--- config.mk ---
export PLATFORM = sky130hd
export DESIGN_NAME = rtp_jitter_buffer_control
export DESIGN_NICKNAME = d
export VERILOG_FILES = /design/src/rtl/rtpjb_pkg.sv /design/src/rtl/rtpjb_ram.sv /design/src/rtl/rtp_jitter_buffer_control.sv
export SDC_FILE = /design/constraint.sdc
export NUM_CORES = 2
export LEC_CHECK = 0
export BUFFER_PORTS_ARGS = -buffer_cell sky130_fd_sc_hd__buf_4
export CAP_MARGIN = 5
export CORE_UTILIZATION = 30
export DETAILED_ROUTE_END_ITERATION = 10
export PLACE_DENSITY = 0.41
export SYNTH_ARGS = -nofsm -noshare
export SYNTH_HDL_FRONTEND = slang
export SYNTH_SLANG_ARGS = --single-unit
--- constraint.sdc ---
create_clock -name i_clk -period 12.01 [get_ports i_clk]
set_input_delay 2.402 -clock i_clk [delete_from_list [all_inputs] [get_ports i_clk]]
set_output_delay 2.402 -clock i_clk [all_outputs]
set_load 0.1 [all_outputs]
--- src/rtl/rtpjb_pkg.sv ---
// ============================================================================
// rtpjb_pkg
// Shared types and constants for the RTP jitter buffer slot control.
// ============================================================================
package rtpjb_pkg;

    localparam int SLOTS      = 64;
    localparam int SLOT_W     = $clog2(SLOTS);
    localparam int MAX_GAPS   = 32;
    localparam int GAP_AW     = $clog2(MAX_GAPS);
    localparam int REQ_PERIOD = 5;
    localparam int DEF_FILL   = 16;

    // action codes
    localparam logic [2:0] ACT_PUT   = 3'd0;
    localparam logic [2:0] ACT_TAKE  = 3'd1;
    localparam logic [2:0] ACT_FLUSH = 3'd2;
    localparam logic [2:0] ACT_TEAR  = 3'd3;

    typedef enum logic [2:0] {
        K_ACCEPT  = 3'd0,
        K_REJECT  = 3'd1,
        K_GAP     = 3'd2,
        K_TAKE_OK = 3'd3,
        K_SILENCE = 3'd4,
        K_NONE    = 3'd5,
        K_ACK     = 3'd6
    } t_kind;

    typedef enum logic [2:0] {
        ORD_EXPECTED = 3'd0,
        ORD_EARLY    = 3'd1,
        ORD_LATE     = 3'd2,
        ORD_DUP      = 3'd3,
        ORD_TOO_LATE = 3'd4
    } t_order;

    typedef enum logic [1:0] {
        ST_FREE    = 2'd0,
        ST_OK      = 2'd1,
        ST_MISSING = 2'd2
    } t_status;

    typedef enum logic [1:0] {
        PS_INIT     = 2'd0,
        PS_FILLING  = 2'd1,
        PS_READY    = 2'd2,
        PS_FLUSHING = 2'd3
    } t_play;

    typedef struct packed {
        logic [15:0] seq;
        t_status     status;
        logic        mark;
        logic [2:0]  phase;
    } t_slot;

    typedef struct packed {
        logic [15:0] start;
        logic [6:0]  count;
    } t_gap;

    typedef struct packed {
        logic [2:0]  action;
        logic [15:0] seq_num;
    } t_in_item;

    typedef struct packed {
        logic [2:0]  result_kind;
        logic [2:0]  order;
        logic [5:0]  slot;
        logic [15:0] gap_start;
        logic [6:0]  gap_count;
        logic [1:0]  buffer_state;
        logic        became_ready;
        logic [15:0] fill_level;
        logic        last;
    } t_out_item;

endpackage

--- src/rtl/rtpjb_ram.sv ---
// ============================================================================
// rtpjb_ram
// Single-port synchronous RAM with registered read data.
// ============================================================================
module rtpjb_ram #(
    parameter int WIDTH = 8,
    parameter int DEPTH = 16
) (
    input  logic                     i_clk,
    input  logic                     i_we,
    input  logic                     i_re,
    input  logic [$clog2(DEPTH)-1:0] i_addr,
    input  logic [WIDTH-1:0]         i_wdata,
    output logic [WIDTH-1:0]         o_rdata
);
    logic [WIDTH-1:0] r_mem [DEPTH];
    logic [WIDTH-1:0] r_q;

    // write, or read into the output register
    always_ff @(posedge i_clk) begin
        if (i_we) begin
            r_mem[i_addr] <= i_wdata;
        end else if (i_re) begin
            r_q <= r_mem[i_addr];
        end
    end

    assign o_rdata = r_q;
endmodule

--- src/rtl/rtp_jitter_buffer_control.sv ---
// ============================================================================
// rtp_jitter_buffer_control
// Slot control of an RTP reorder buffer: classify puts, scan for gaps,
// release slots on take, flush and teardown, all over one slot RAM.
// ============================================================================
// Put: scans head to tail, steps the phase of each closed missing run,
//   classifies, marks skipped slots missing, then writes its own slot.
// Requests: one at a time; the single slot RAM port sets the pace, and
//   gap results wait while the output is stalled.
// Reset: synchronous active low; all slots read as free via valid bits.
module rtp_jitter_buffer_control (
    input  logic                 i_clk,
    input  logic                 i_rst_n,
    input  logic                 i_in_valid,
    output logic                 o_in_ready,
    input  rtpjb_pkg::t_in_item  i_in_data,
    output logic                 o_out_valid,
    input  logic                 i_out_ready,
    output rtpjb_pkg::t_out_item o_out_data,
    input  logic                 i_cfg_valid,
    output logic                 o_cfg_ready,
    input  logic [5:0]           i_cfg_data
);
    localparam int SW = rtpjb_pkg::SLOT_W;

    typedef enum logic [18:0] {
        S_IDLE    = 19'h00001,
        S_SCAN_RD = 19'h00002,
        S_SCAN_PR = 19'h00004,
        S_PHS_RD  = 19'h00008,
        S_PHS_WR  = 19'h00010,
        S_CLS_RH  = 19'h00020,
        S_CLS_RT  = 19'h00040,
        S_CLS_EV  = 19'h00080,
        S_MRK_RD  = 19'h00100,
        S_MRK_WR  = 19'h00200,
        S_PUT_RD  = 19'h00400,
        S_PUT_WR  = 19'h00800,
        S_ACT_RD  = 19'h01000,
        S_ACT_WR  = 19'h02000,
        S_FIL_RH  = 19'h04000,
        S_FIL_RT  = 19'h08000,
        S_FIL_EV  = 19'h10000,
        S_GAP_RD  = 19'h20000,
        S_GAP_OUT = 19'h40000
    } t_seq_state;

    t_seq_state           r_state;
    logic                 r_fin;
    logic [2:0]           r_act;
    logic [15:0]          r_seq;
    logic [SW-1:0]        r_head, r_tail, r_addr, r_scan_i, r_rs;
    rtpjb_pkg::t_play     r_ps;
    logic [5:0]           r_dfill;
    logic [rtpjb_pkg::SLOTS-1:0] r_vld;
    logic                 r_rd_vld;
    rtpjb_pkg::t_slot     r_cur;
    logic                 r_have_cur, r_open;
    logic [SW:0]          r_len, r_k, r_m;
    logic [15:0]          r_rs_seq, r_hseq, r_fill;
    logic [2:0]           r_rs_ph;
    logic [rtpjb_pkg::GAP_AW:0] r_ngap, r_j;
    rtpjb_pkg::t_kind     r_kind;
    rtpjb_pkg::t_order    r_ord;
    logic [5:0]           r_slot;
    logic                 r_ready;
    logic                 r_ovld;
    rtpjb_pkg::t_out_item r_out;

    // RAM controls
    logic                 slot_we, slot_re;
    logic [SW-1:0]        slot_addr;
    rtpjb_pkg::t_slot     slot_wd, rdat;
    logic [$bits(rtpjb_pkg::t_slot)-1:0] slot_q;
    logic                 gap_we, gap_re;
    logic [rtpjb_pkg::GAP_AW-1:0] gap_addr;
    rtpjb_pkg::t_gap      gap_wd, gap_rd;
    logic [$bits(rtpjb_pkg::t_gap)-1:0] gap_q;

    // scan step terms
    logic                 c_open, c_close, c_rec;
    logic [SW-1:0]        c_rs, c_i1;
    logic [SW:0]          c_len;
    logic [15:0]          c_rs_seq;
    logic [2:0]           c_rs_ph;
    // classification terms
    logic signed [15:0]   c_fd, c_d;
    logic [15:0]          c_km1;
    logic [SW:0]          c_cap;
    rtpjb_pkg::t_order    c_ord;
    logic [SW-1:0]        c_sidx;
    logic [15:0]          c_fillv, c_mseq;
    logic                 out_free;
    logic                 c_emit;

    assign rdat     = r_rd_vld ? rtpjb_pkg::t_slot'(slot_q) : '0;
    assign gap_rd   = rtpjb_pkg::t_gap'(gap_q);
    assign c_sidx   = r_seq[SW-1:0];
    assign out_free = !r_ovld || i_out_ready;
    assign c_emit   = out_free && (r_fin || (r_state == S_GAP_OUT));
    assign o_in_ready  = (r_state == S_IDLE) && !r_fin;
    assign o_cfg_ready = 1'b1;
    assign o_out_valid = r_ovld;
    assign o_out_data  = r_out;

    // scan: open, extend and close missing runs
    always_comb begin
        c_open   = r_open || (r_cur.status == rtpjb_pkg::ST_MISSING);
        c_rs     = r_open ? r_rs : r_scan_i;
        c_len    = (r_open ? r_len : '0) + 1'b1;
        c_rs_seq = r_open ? r_rs_seq : r_cur.seq;
        c_rs_ph  = r_open ? r_rs_ph : r_cur.phase;
        c_close  = c_open && (rdat.status != rtpjb_pkg::ST_MISSING);
        c_rec    = c_close && (c_rs_ph == 3'd0)
                   && (r_ngap < (rtpjb_pkg::GAP_AW+1)'(rtpjb_pkg::MAX_GAPS));
        c_i1     = r_scan_i + 1'b1;
    end

    // classify a put against head and tail sequence numbers
    always_comb begin
        c_fd  = $signed(r_hseq - r_seq);
        c_d   = $signed(r_seq - rdat.seq);
        c_km1 = r_seq - rdat.seq - 16'd1;
        c_cap = (c_km1 > 16'(rtpjb_pkg::SLOTS)) ? (SW+1)'(rtpjb_pkg::SLOTS)
                                                 : c_km1[SW:0];
        if (r_ps == rtpjb_pkg::PS_INIT)       c_ord = rtpjb_pkg::ORD_EXPECTED;
        else if (c_fd > 16'sd0)               c_ord = rtpjb_pkg::ORD_TOO_LATE;
        else if (c_d == 16'sd1)               c_ord = rtpjb_pkg::ORD_EXPECTED;
        else if (c_d > 16'sd1)                c_ord = rtpjb_pkg::ORD_EARLY;
        else if (c_d == 16'sd0)               c_ord = rtpjb_pkg::ORD_DUP;
        else                                  c_ord = rtpjb_pkg::ORD_LATE;
        c_fillv = rdat.seq - r_hseq;
        c_mseq  = r_seq - 16'(r_m);
    end

    // slot RAM port
    always_comb begin
        slot_re   = 1'b0;
        slot_we   = 1'b0;
        slot_addr = r_addr;
        slot_wd   = rdat;
        case (r_state)
            S_SCAN_RD, S_PHS_RD, S_MRK_RD, S_PUT_RD, S_ACT_RD: slot_re = 1'b1;
            S_CLS_RH, S_FIL_RH: begin
                slot_re   = 1'b1;
                slot_addr = r_head;
            end
            S_CLS_RT, S_FIL_RT: begin
                slot_re   = 1'b1;
                slot_addr = r_tail;
            end
            S_PHS_WR: begin
                slot_we = 1'b1;
                slot_wd.phase = (rdat.phase >= 3'(rtpjb_pkg::REQ_PERIOD - 1))
                                ? 3'd0 : rdat.phase + 3'd1;
            end
            S_MRK_WR: begin
                slot_we = 1'b1;
                slot_wd.seq    = c_mseq;
                slot_wd.status = rtpjb_pkg::ST_MISSING;
            end
            S_PUT_WR: begin
                slot_we = 1'b1;
                slot_wd.seq    = r_seq;
                slot_wd.status = rtpjb_pkg::ST_OK;
            end
            S_ACT_WR: begin
                if (r_act == rtpjb_pkg::ACT_FLUSH) begin
                    slot_we = 1'b1;
                    slot_wd.seq  = r_seq;
                    slot_wd.mark = 1'b1;
                    if (rdat.status != rtpjb_pkg::ST_OK) begin
                        slot_wd.status = rtpjb_pkg::ST_MISSING;
                    end
                end else if (rdat.mark) begin
                    slot_we = 1'b1;
                    slot_wd.mark = 1'b0;
                end
            end
            default: ;
        endcase
    end

    // gap list RAM port
    always_comb begin
        gap_we       = (r_state == S_SCAN_PR) && r_have_cur && c_rec;
        gap_re       = (r_state == S_GAP_RD);
        gap_addr     = gap_we ? r_ngap[rtpjb_pkg::GAP_AW-1:0]
                              : r_j[rtpjb_pkg::GAP_AW-1:0];
        gap_wd.start = c_rs_seq;
        gap_wd.count = 7'(c_len);
    end

    rtpjb_ram #(.WIDTH($bits(rtpjb_pkg::t_slot)), .DEPTH(rtpjb_pkg::SLOTS)) u_slot_ram (
        .i_clk   (i_clk),
        .i_we    (slot_we),
        .i_re    (slot_re),
        .i_addr  (slot_addr),
        .i_wdata (slot_wd),
        .o_rdata (slot_q)
    );

    rtpjb_ram #(.WIDTH($bits(rtpjb_pkg::t_gap)), .DEPTH(rtpjb_pkg::MAX_GAPS)) u_gap_ram (
        .i_clk   (i_clk),
        .i_we    (gap_we),
        .i_re    (gap_re),
        .i_addr  (gap_addr),
        .i_wdata (gap_wd),
        .o_rdata (gap_q)
    );

    // sequencer
    always_ff @(posedge i_clk) begin
        if (!i_rst_n) begin
            r_state <= S_IDLE;
            r_fin   <= 1'b0;
            r_head  <= '0;
            r_tail  <= '0;
            r_ps    <= rtpjb_pkg::PS_INIT;
            r_dfill <= 6'(rtpjb_pkg::DEF_FILL);
            r_vld   <= '0;
            r_ovld  <= 1'b0;
        end else begin
            // register write
            if (i_cfg_valid) begin
                r_dfill <= i_cfg_data;
            end
            if (slot_re) begin
                r_rd_vld <= r_vld[slot_addr];
            end
            if (slot_we) begin
                r_vld[slot_addr] <= 1'b1;
            end
            // load the next result, or drop the current one once taken
            if (c_emit) begin
                r_ovld <= 1'b1;
            end else if (i_out_ready) begin
                r_ovld <= 1'b0;
            end

            // emit the final result
            if (r_fin) begin
                if (out_free) begin
                    r_out <= '{result_kind: r_kind, order: r_ord, slot: r_slot,
                               gap_start: 16'd0, gap_count: 7'd0, buffer_state: r_ps,
                               became_ready: r_ready, fill_level: r_fill, last: 1'b1};
                    r_fin <= 1'b0;
                end
            end else begin
                case (r_state)
                    S_IDLE: begin
                        if (i_in_valid) begin
                            r_act   <= i_in_data.action;
                            r_seq   <= i_in_data.seq_num;
                            r_ngap  <= '0;
                            r_kind  <= rtpjb_pkg::K_ACK;
                            r_ord   <= rtpjb_pkg::ORD_EXPECTED;
                            r_slot  <= '0;
                            r_ready <= 1'b0;
                            r_state <= S_FIL_RH;
                            case (i_in_data.action)
                                rtpjb_pkg::ACT_PUT: begin
                                    r_open     <= 1'b0;
                                    r_have_cur <= 1'b0;
                                    if (r_head == r_tail) begin
                                        r_state <= S_CLS_RH;
                                    end else begin
                                        r_scan_i <= r_head;
                                        r_addr   <= r_head;
                                        r_state  <= S_SCAN_RD;
                                    end
                                end
                                rtpjb_pkg::ACT_TAKE: begin
                                    r_kind <= rtpjb_pkg::K_NONE;
                                    if (r_ps == rtpjb_pkg::PS_READY ||
                                        r_ps == rtpjb_pkg::PS_FLUSHING) begin
                                        r_addr  <= r_head;
                                        r_state <= S_ACT_RD;
                                    end
                                end
                                rtpjb_pkg::ACT_FLUSH: begin
                                    if (r_ps == rtpjb_pkg::PS_READY) begin
                                        r_addr  <= i_in_data.seq_num[SW-1:0];
                                        r_state <= S_ACT_RD;
                                    end
                                end
                                rtpjb_pkg::ACT_TEAR: begin
                                    r_vld  <= '0;
                                    r_head <= '0;
                                    r_tail <= '0;
                                    r_ps   <= rtpjb_pkg::PS_INIT;
                                end
                                default: ;
                            endcase
                        end
                    end
                    S_SCAN_RD: r_state <= S_SCAN_PR;
                    S_SCAN_PR: begin
                        r_cur <= rdat;
                        if (!r_have_cur) begin
                            r_have_cur <= 1'b1;
                            r_addr     <= c_i1;
                            r_state    <= S_SCAN_RD;
                        end else begin
                            r_scan_i <= c_i1;
                            r_rs     <= c_rs;
                            r_len    <= c_len;
                            r_rs_seq <= c_rs_seq;
                            r_rs_ph  <= c_rs_ph;
                            if (c_close) begin
                                r_open  <= 1'b0;
                                r_k     <= '0;
                                r_addr  <= c_rs;
                                r_state <= S_PHS_RD;
                                if (c_rec) begin
                                    r_ngap <= r_ngap + 1'b1;
                                end
                            end else begin
                                r_open <= c_open;
                                if (c_i1 == r_tail) begin
                                    r_state <= S_CLS_RH;
                                end else begin
                                    r_addr  <= c_i1 + 1'b1;
                                    r_state <= S_SCAN_RD;
                                end
                            end
                        end
                    end
                    S_PHS_RD: r_state <= S_PHS_WR;
                    S_PHS_WR: begin
                        r_k <= r_k + 1'b1;
                        if (r_k + 1'b1 == r_len) begin
                            if (r_scan_i == r_tail) begin
                                r_state <= S_CLS_RH;
                            end else begin
                                r_addr  <= r_scan_i + 1'b1;
                                r_state <= S_SCAN_RD;
                            end
                        end else begin
                            r_addr  <= r_rs + SW'(r_k + 1'b1);
                            r_state <= S_PHS_RD;
                        end
                    end
                    S_CLS_RH: r_state <= S_CLS_RT;
                    S_CLS_RT: begin
                        r_hseq  <= rdat.seq;
                        r_state <= S_CLS_EV;
                    end
                    S_CLS_EV: begin
                        r_ord <= c_ord;
                        if (r_ps == rtpjb_pkg::PS_INIT) begin
                            r_head <= c_sidx;
                        end
                        if (c_ord == rtpjb_pkg::ORD_DUP ||
                            c_ord == rtpjb_pkg::ORD_TOO_LATE) begin
                            r_kind  <= rtpjb_pkg::K_REJECT;
                            r_state <= S_FIL_RH;
                        end else begin
                            r_kind <= rtpjb_pkg::K_ACCEPT;
                            if (c_ord != rtpjb_pkg::ORD_LATE) begin
                                r_tail <= c_sidx;
                            end
                            if (r_ps == rtpjb_pkg::PS_INIT) begin
                                r_ps <= rtpjb_pkg::PS_FILLING;
                            end
                            if (c_ord == rtpjb_pkg::ORD_EARLY) begin
                                r_m     <= c_cap;
                                r_addr  <= SW'(r_seq - 16'(c_cap));
                                r_state <= S_MRK_RD;
                            end else begin
                                r_addr  <= c_sidx;
                                r_state <= S_PUT_RD;
                            end
                        end
                    end
                    S_MRK_RD: r_state <= S_MRK_WR;
                    S_MRK_WR: begin
                        if (r_m == (SW+1)'(1)) begin
                            r_addr  <= c_sidx;
                            r_state <= S_PUT_RD;
                        end else begin
                            r_m     <= r_m - 1'b1;
                            r_addr  <= SW'(c_mseq + 16'd1);
                            r_state <= S_MRK_RD;
                        end
                    end
                    S_PUT_RD: r_state <= S_PUT_WR;
                    S_PUT_WR: begin
                        r_slot  <= 6'(c_sidx);
                        r_state <= S_FIL_RH;
                    end
                    S_ACT_RD: r_state <= S_ACT_WR;
                    S_ACT_WR: begin
                        if (r_act == rtpjb_pkg::ACT_FLUSH) begin
                            r_ps <= rtpjb_pkg::PS_FLUSHING;
                        end else if (rdat.mark) begin
                            r_ps <= rtpjb_pkg::PS_FILLING;
                        end else if (rdat.status != rtpjb_pkg::ST_OK &&
                                     rdat.status != rtpjb_pkg::ST_MISSING) begin
                            r_ps <= rtpjb_pkg::PS_INIT;
                        end else begin
                            r_kind <= (rdat.status == rtpjb_pkg::ST_OK)
                                      ? rtpjb_pkg::K_TAKE_OK : rtpjb_pkg::K_SILENCE;
                            r_slot <= 6'(r_head);
                            r_vld[r_head] <= 1'b0;
                            if (r_head == r_tail) begin
                                r_ps <= rtpjb_pkg::PS_INIT;
                            end else begin
                                r_head <= r_head + 1'b1;
                            end
                        end
                        r_state <= S_FIL_RH;
                    end
                    S_FIL_RH: r_state <= S_FIL_RT;
                    S_FIL_RT: begin
                        r_hseq  <= rdat.seq;
                        r_state <= S_FIL_EV;
                    end
                    S_FIL_EV: begin
                        r_fill <= c_fillv;
                        if (r_act == rtpjb_pkg::ACT_PUT && r_kind == rtpjb_pkg::K_ACCEPT &&
                            r_ps == rtpjb_pkg::PS_FILLING && c_fillv >= 16'(r_dfill)) begin
                            r_ps    <= rtpjb_pkg::PS_READY;
                            r_ready <= 1'b1;
                        end
                        r_j <= '0;
                        if (r_ngap != '0) begin
                            r_state <= S_GAP_RD;
                        end else begin
                            r_fin   <= 1'b1;
                            r_state <= S_IDLE;
                        end
                    end
                    S_GAP_RD: r_state <= S_GAP_OUT;
                    S_GAP_OUT: begin
                        if (out_free) begin
                            r_out <= '{result_kind: rtpjb_pkg::K_GAP, order: 3'd0,
                                       slot: 6'd0, gap_start: gap_rd.start,
                                       gap_count: gap_rd.count, buffer_state: r_ps,
                                       became_ready: 1'b0, fill_level: r_fill,
                                       last: 1'b0};
                            r_j   <= r_j + 1'b1;
                            if (r_j + 1'b1 == r_ngap) begin
                                r_fin   <= 1'b1;
                                r_state <= S_IDLE;
                            end else begin
                                r_state <= S_GAP_RD;
                            end
                        end
                    end
                    default: r_state <= S_IDLE;
                endcase
            end
        end
    end
endmodule

==> qor.yml <==
postCtsSetupBuffers: 0
reg2regPathDepth: 15
ant_nets: 0
p_int_mw: 16.2
rr_endpoint: "u_slot_ram.o_rdata[7]"
pin_count: 88
stdcell_area_sq_mm: 0.115
avgSynthCellArea_sq_um: 14.6
cp_data_required_time_ns: 12.74
die_h_um: 577
cts_buffers: 287
crit_end: "u_slot_ram.o_rdata[7]"
stdcell_count: 11550
powerDensity_mw_per_mm2: 206
yosysSeqAreaShare_pct: 74.9
cts_tree: "yes"
rr_startpoint: "r_state[0]"
fmax_ghz: 0.147
insertion_delay_ns: 0.90
nFillCells: 31444
drive_above_1_share_pct: 13.2
synth_edf_count: 2402
yosys_register_bits: 2507
synth_area_leaders: "edfxtp_1, nand2_1, a22oi_1"
startpoint: "r_state[0]"
grt_pass1_wl_mm: 488
grt_pass1_vias: 61263
dpl.hpwl_mm: 198
clkSlewWorstSetupHoldPaths_ns: 0.06
clock_sinks: 2507
cp_slowest_stage_delay_ns: 0.94
synth_top_area_share_pct: 72.8
first_iter_violations: 7483
synth-async-reset-ratio_pct: 0
placed_cell_area_sq_mm: 0.106
firstDrtPassIters: 6
synth_largest_area_cell: "edfxtp_1"
cap_violations: 0
wl_mm: 353
cp-end-kind: "register"
switching_share_pct: 31.9
core-area_sq_mm: 0.328
path_max_fanout: 33
initial_core_util_pct: 30.2
clockBufferDepth: 4
hold_class: "register to register"
post-route-period-util_pct: 56.5
p_comb_share_pct: 21.2
setup_violations: 0
switchingPower_mw: 7.57
io_buffers: 86
crit_path_cell_trace: "or4_4 > nor4_2 > and4b_1 > or2_1 > nor2_2 > and2_4 > a221o_1 > nor2_4 > buf_4 > buf_4 > a22oi_1 > nand3_1 > a21oi_1 > o22ai_1 > or4_1"
cts_resized: 0
slowest_stage: "nor2_4"
hold_buffers: 0
rows: 210
synth_area_sq_mm: 0.0990
skew_ns: 0.0952
grt-ovfl-total: 0
slew_headroom_pct: 7.63
path_class: "register to register"
worst-r2r-setup-slack_ns: 5.23
gr-usage-all-layers_pct: 20.6
setup-tns-final_ns: 0
die_area_sq_mm: 0.332
synth_flop_cell: "edfxtp_1"
routed_via_density: 5.44
slew_viol_final: 0
ys_types: 77
leakage_nw: 37.7
synth_common_cells: "edfxtp_1, nand2_1, nand3_1"
status: "completed"
finalHoldViolCount: 0
fp.dieW_um: 577
yosysMostFrequentCell: "edfxtp_1"
num_vias: 62846
arrival_ns: 7.51
place_congestion: 0.849
yosys_warnings: 0
syn2layout_area_growth_pct: 16.3
htree_levels: 5
final_nets: 7097
cpMostUsedCell: "buf_4"
pwr-share-clk_pct: 35.6
dp_slack_ns: 5.44
synthCells: 6807
syn-num-nets: 6927
grt_start_max_net_pins: 150
drcViolationCount: 0
antenna_found_initial: 18
p_seq_share_pct: 43.2
wl_per_cell_um: 30.5
root_buffer: "clkbuf_16"
startpoint_type: "register"
placed_cells: 11034
rsz0062_at_grt: "no"
setup_slack_ns: 5.23
final.min_clock_period_ns: 6.78
tightest_slew_ns: 1.39
ir_drop_uv: 157
## state kept, by name, summed over array words and instances, names as in the netlist, 19 cells and up
register,count
u_slot_ram.r_mem,1408
u_gap_ram.o_rdata,23
u_slot_ram.o_rdata,22
r_cur,21
r_vld,64
r_state,19
u_gap_ram.r_mem,736
o_out_data,55
## worst max-delay path: cells and delay by family, from the launching register on
| kind | cells | cell delay [ns] |
|---|---|---|
| AO/OA/AOI/OAI | 4 | 1.61 |
| flip-flops | 1 | 0.38 |
| buffers and inverters | 2 | 1.11 |
| AND/OR/NAND/NOR | 9 | 3.46 |
## cells by family after synthesis
| group | share of synthesized area (%) |
|---|---|
| flip-flops | 74.9 |
| multiplexers | 0.456 |
| adder cells (fa/ha/maj) | 1.18 |
| XOR/XNOR | 0.937 |
| AND/OR/NAND/NOR | 9.31 |
| AO/OA/AOI/OAI | 11.1 |
| other | 0.00379 |
| buffers and inverters | 2.07 |
## power by group through the flow
| stage | Sequential (mW) | Clock [mW] | Combinational [mW] |
|---|---|---|---|
| 3_3_place_gp | 10.4 | 0 | 4.98 |
| 2_1_floorplan | 10.4 | 0 | 2.59 |
| 4_1_cts | 10.2 | 8.63 | 5.02 |
| 5_1_grt | 10.3 | 8.96 | 5.30 |
| 6_report | 10.3 | 8.46 | 5.03 |
| 3_5_place_dp | 10.4 | 0 | 5.00 |
## metrics by stage
| stage | total power, mW | utilization, % | hold slack (ns) |
|---|---|---|---|
| 3_3_place_gp | 15.4 | 32.4 | 0.407 |
| 3_5_place_dp | 15.4 | 32.4 | 0.405 |
| 2_1_floorplan | 13.0 | - | 0.400 |
| 5_1_grt | 24.5 | 35.1 | 0.429 |
| 4_1_cts | 23.9 | 35.1 | 0.418 |
| 6_report | 23.7 | 35.1 | 0.417 |
## cell usage in the layout (no fill, tap or decap), drive strengths merged, types with 40 or more instances in the layout
master / n
a32oi: 90
clkinv: 111
xnor2: 66
and3: 116
a222oi: 185
clkbuf: 371
a22oi: 378
xor2: 40
o21ai: 83
dfxtp: 105
buf: 306
o22ai: 102
inv: 117
nor2: 254
nand2: 904
a31oi: 105
edfxtp: 2402
a21oi: 352
ha: 84
nand3: 427
o221a: 64
nor3: 52
nor2b: 50
## final cells by class
| class | instances | area, sq um | share of cell area [%] |
|---|---|---|---|
| clock buffers | 371 | 7680 | 6.67 |
| diodes | 9 | 22.5 | 0.0195 |
| well taps | 4346 | 5440 | 4.72 |
| repair buffers | 306 | 2450 | 2.12 |
| clock inverters | 136 | 1270 | 1.10 |
| multi-input cells | 3766 | 23700 | 20.6 |
| inverters | 109 | 409 | 0.355 |
| flip-flops and latches | 2507 | 74200 | 64.4 |
## how the worst min path moves through the flow
stage               start  cells after the start  slack [ns]        endpoint
5_1_grt        r_fill[10]                      0        0.43  o_out_data[11]
4_1_cts        r_fill[12]                      0        0.42  o_out_data[13]
6_report       r_fill[12]                      0        0.42  o_out_data[13]
3_3_place_gp    r_fill[4]                      0        0.41   o_out_data[5]
3_5_place_dp    r_fill[1]                      0        0.40   o_out_data[2]
2_1_floorplan   r_fill[9]                      0        0.40  o_out_data[10]
## layer usage
metal / vias up / global-route usage [%] / share of wire [%]
li1: 27123 / - / -
met1: 32880 / 28.7 / 44
met2: 2368 / 33.1 / 46
met3: 473 / 3.50 / 6.9
met4: 2 / 5.56 / 2.8
met5: - / 0 / 0.0037
(Power assumes the default switching activity.)
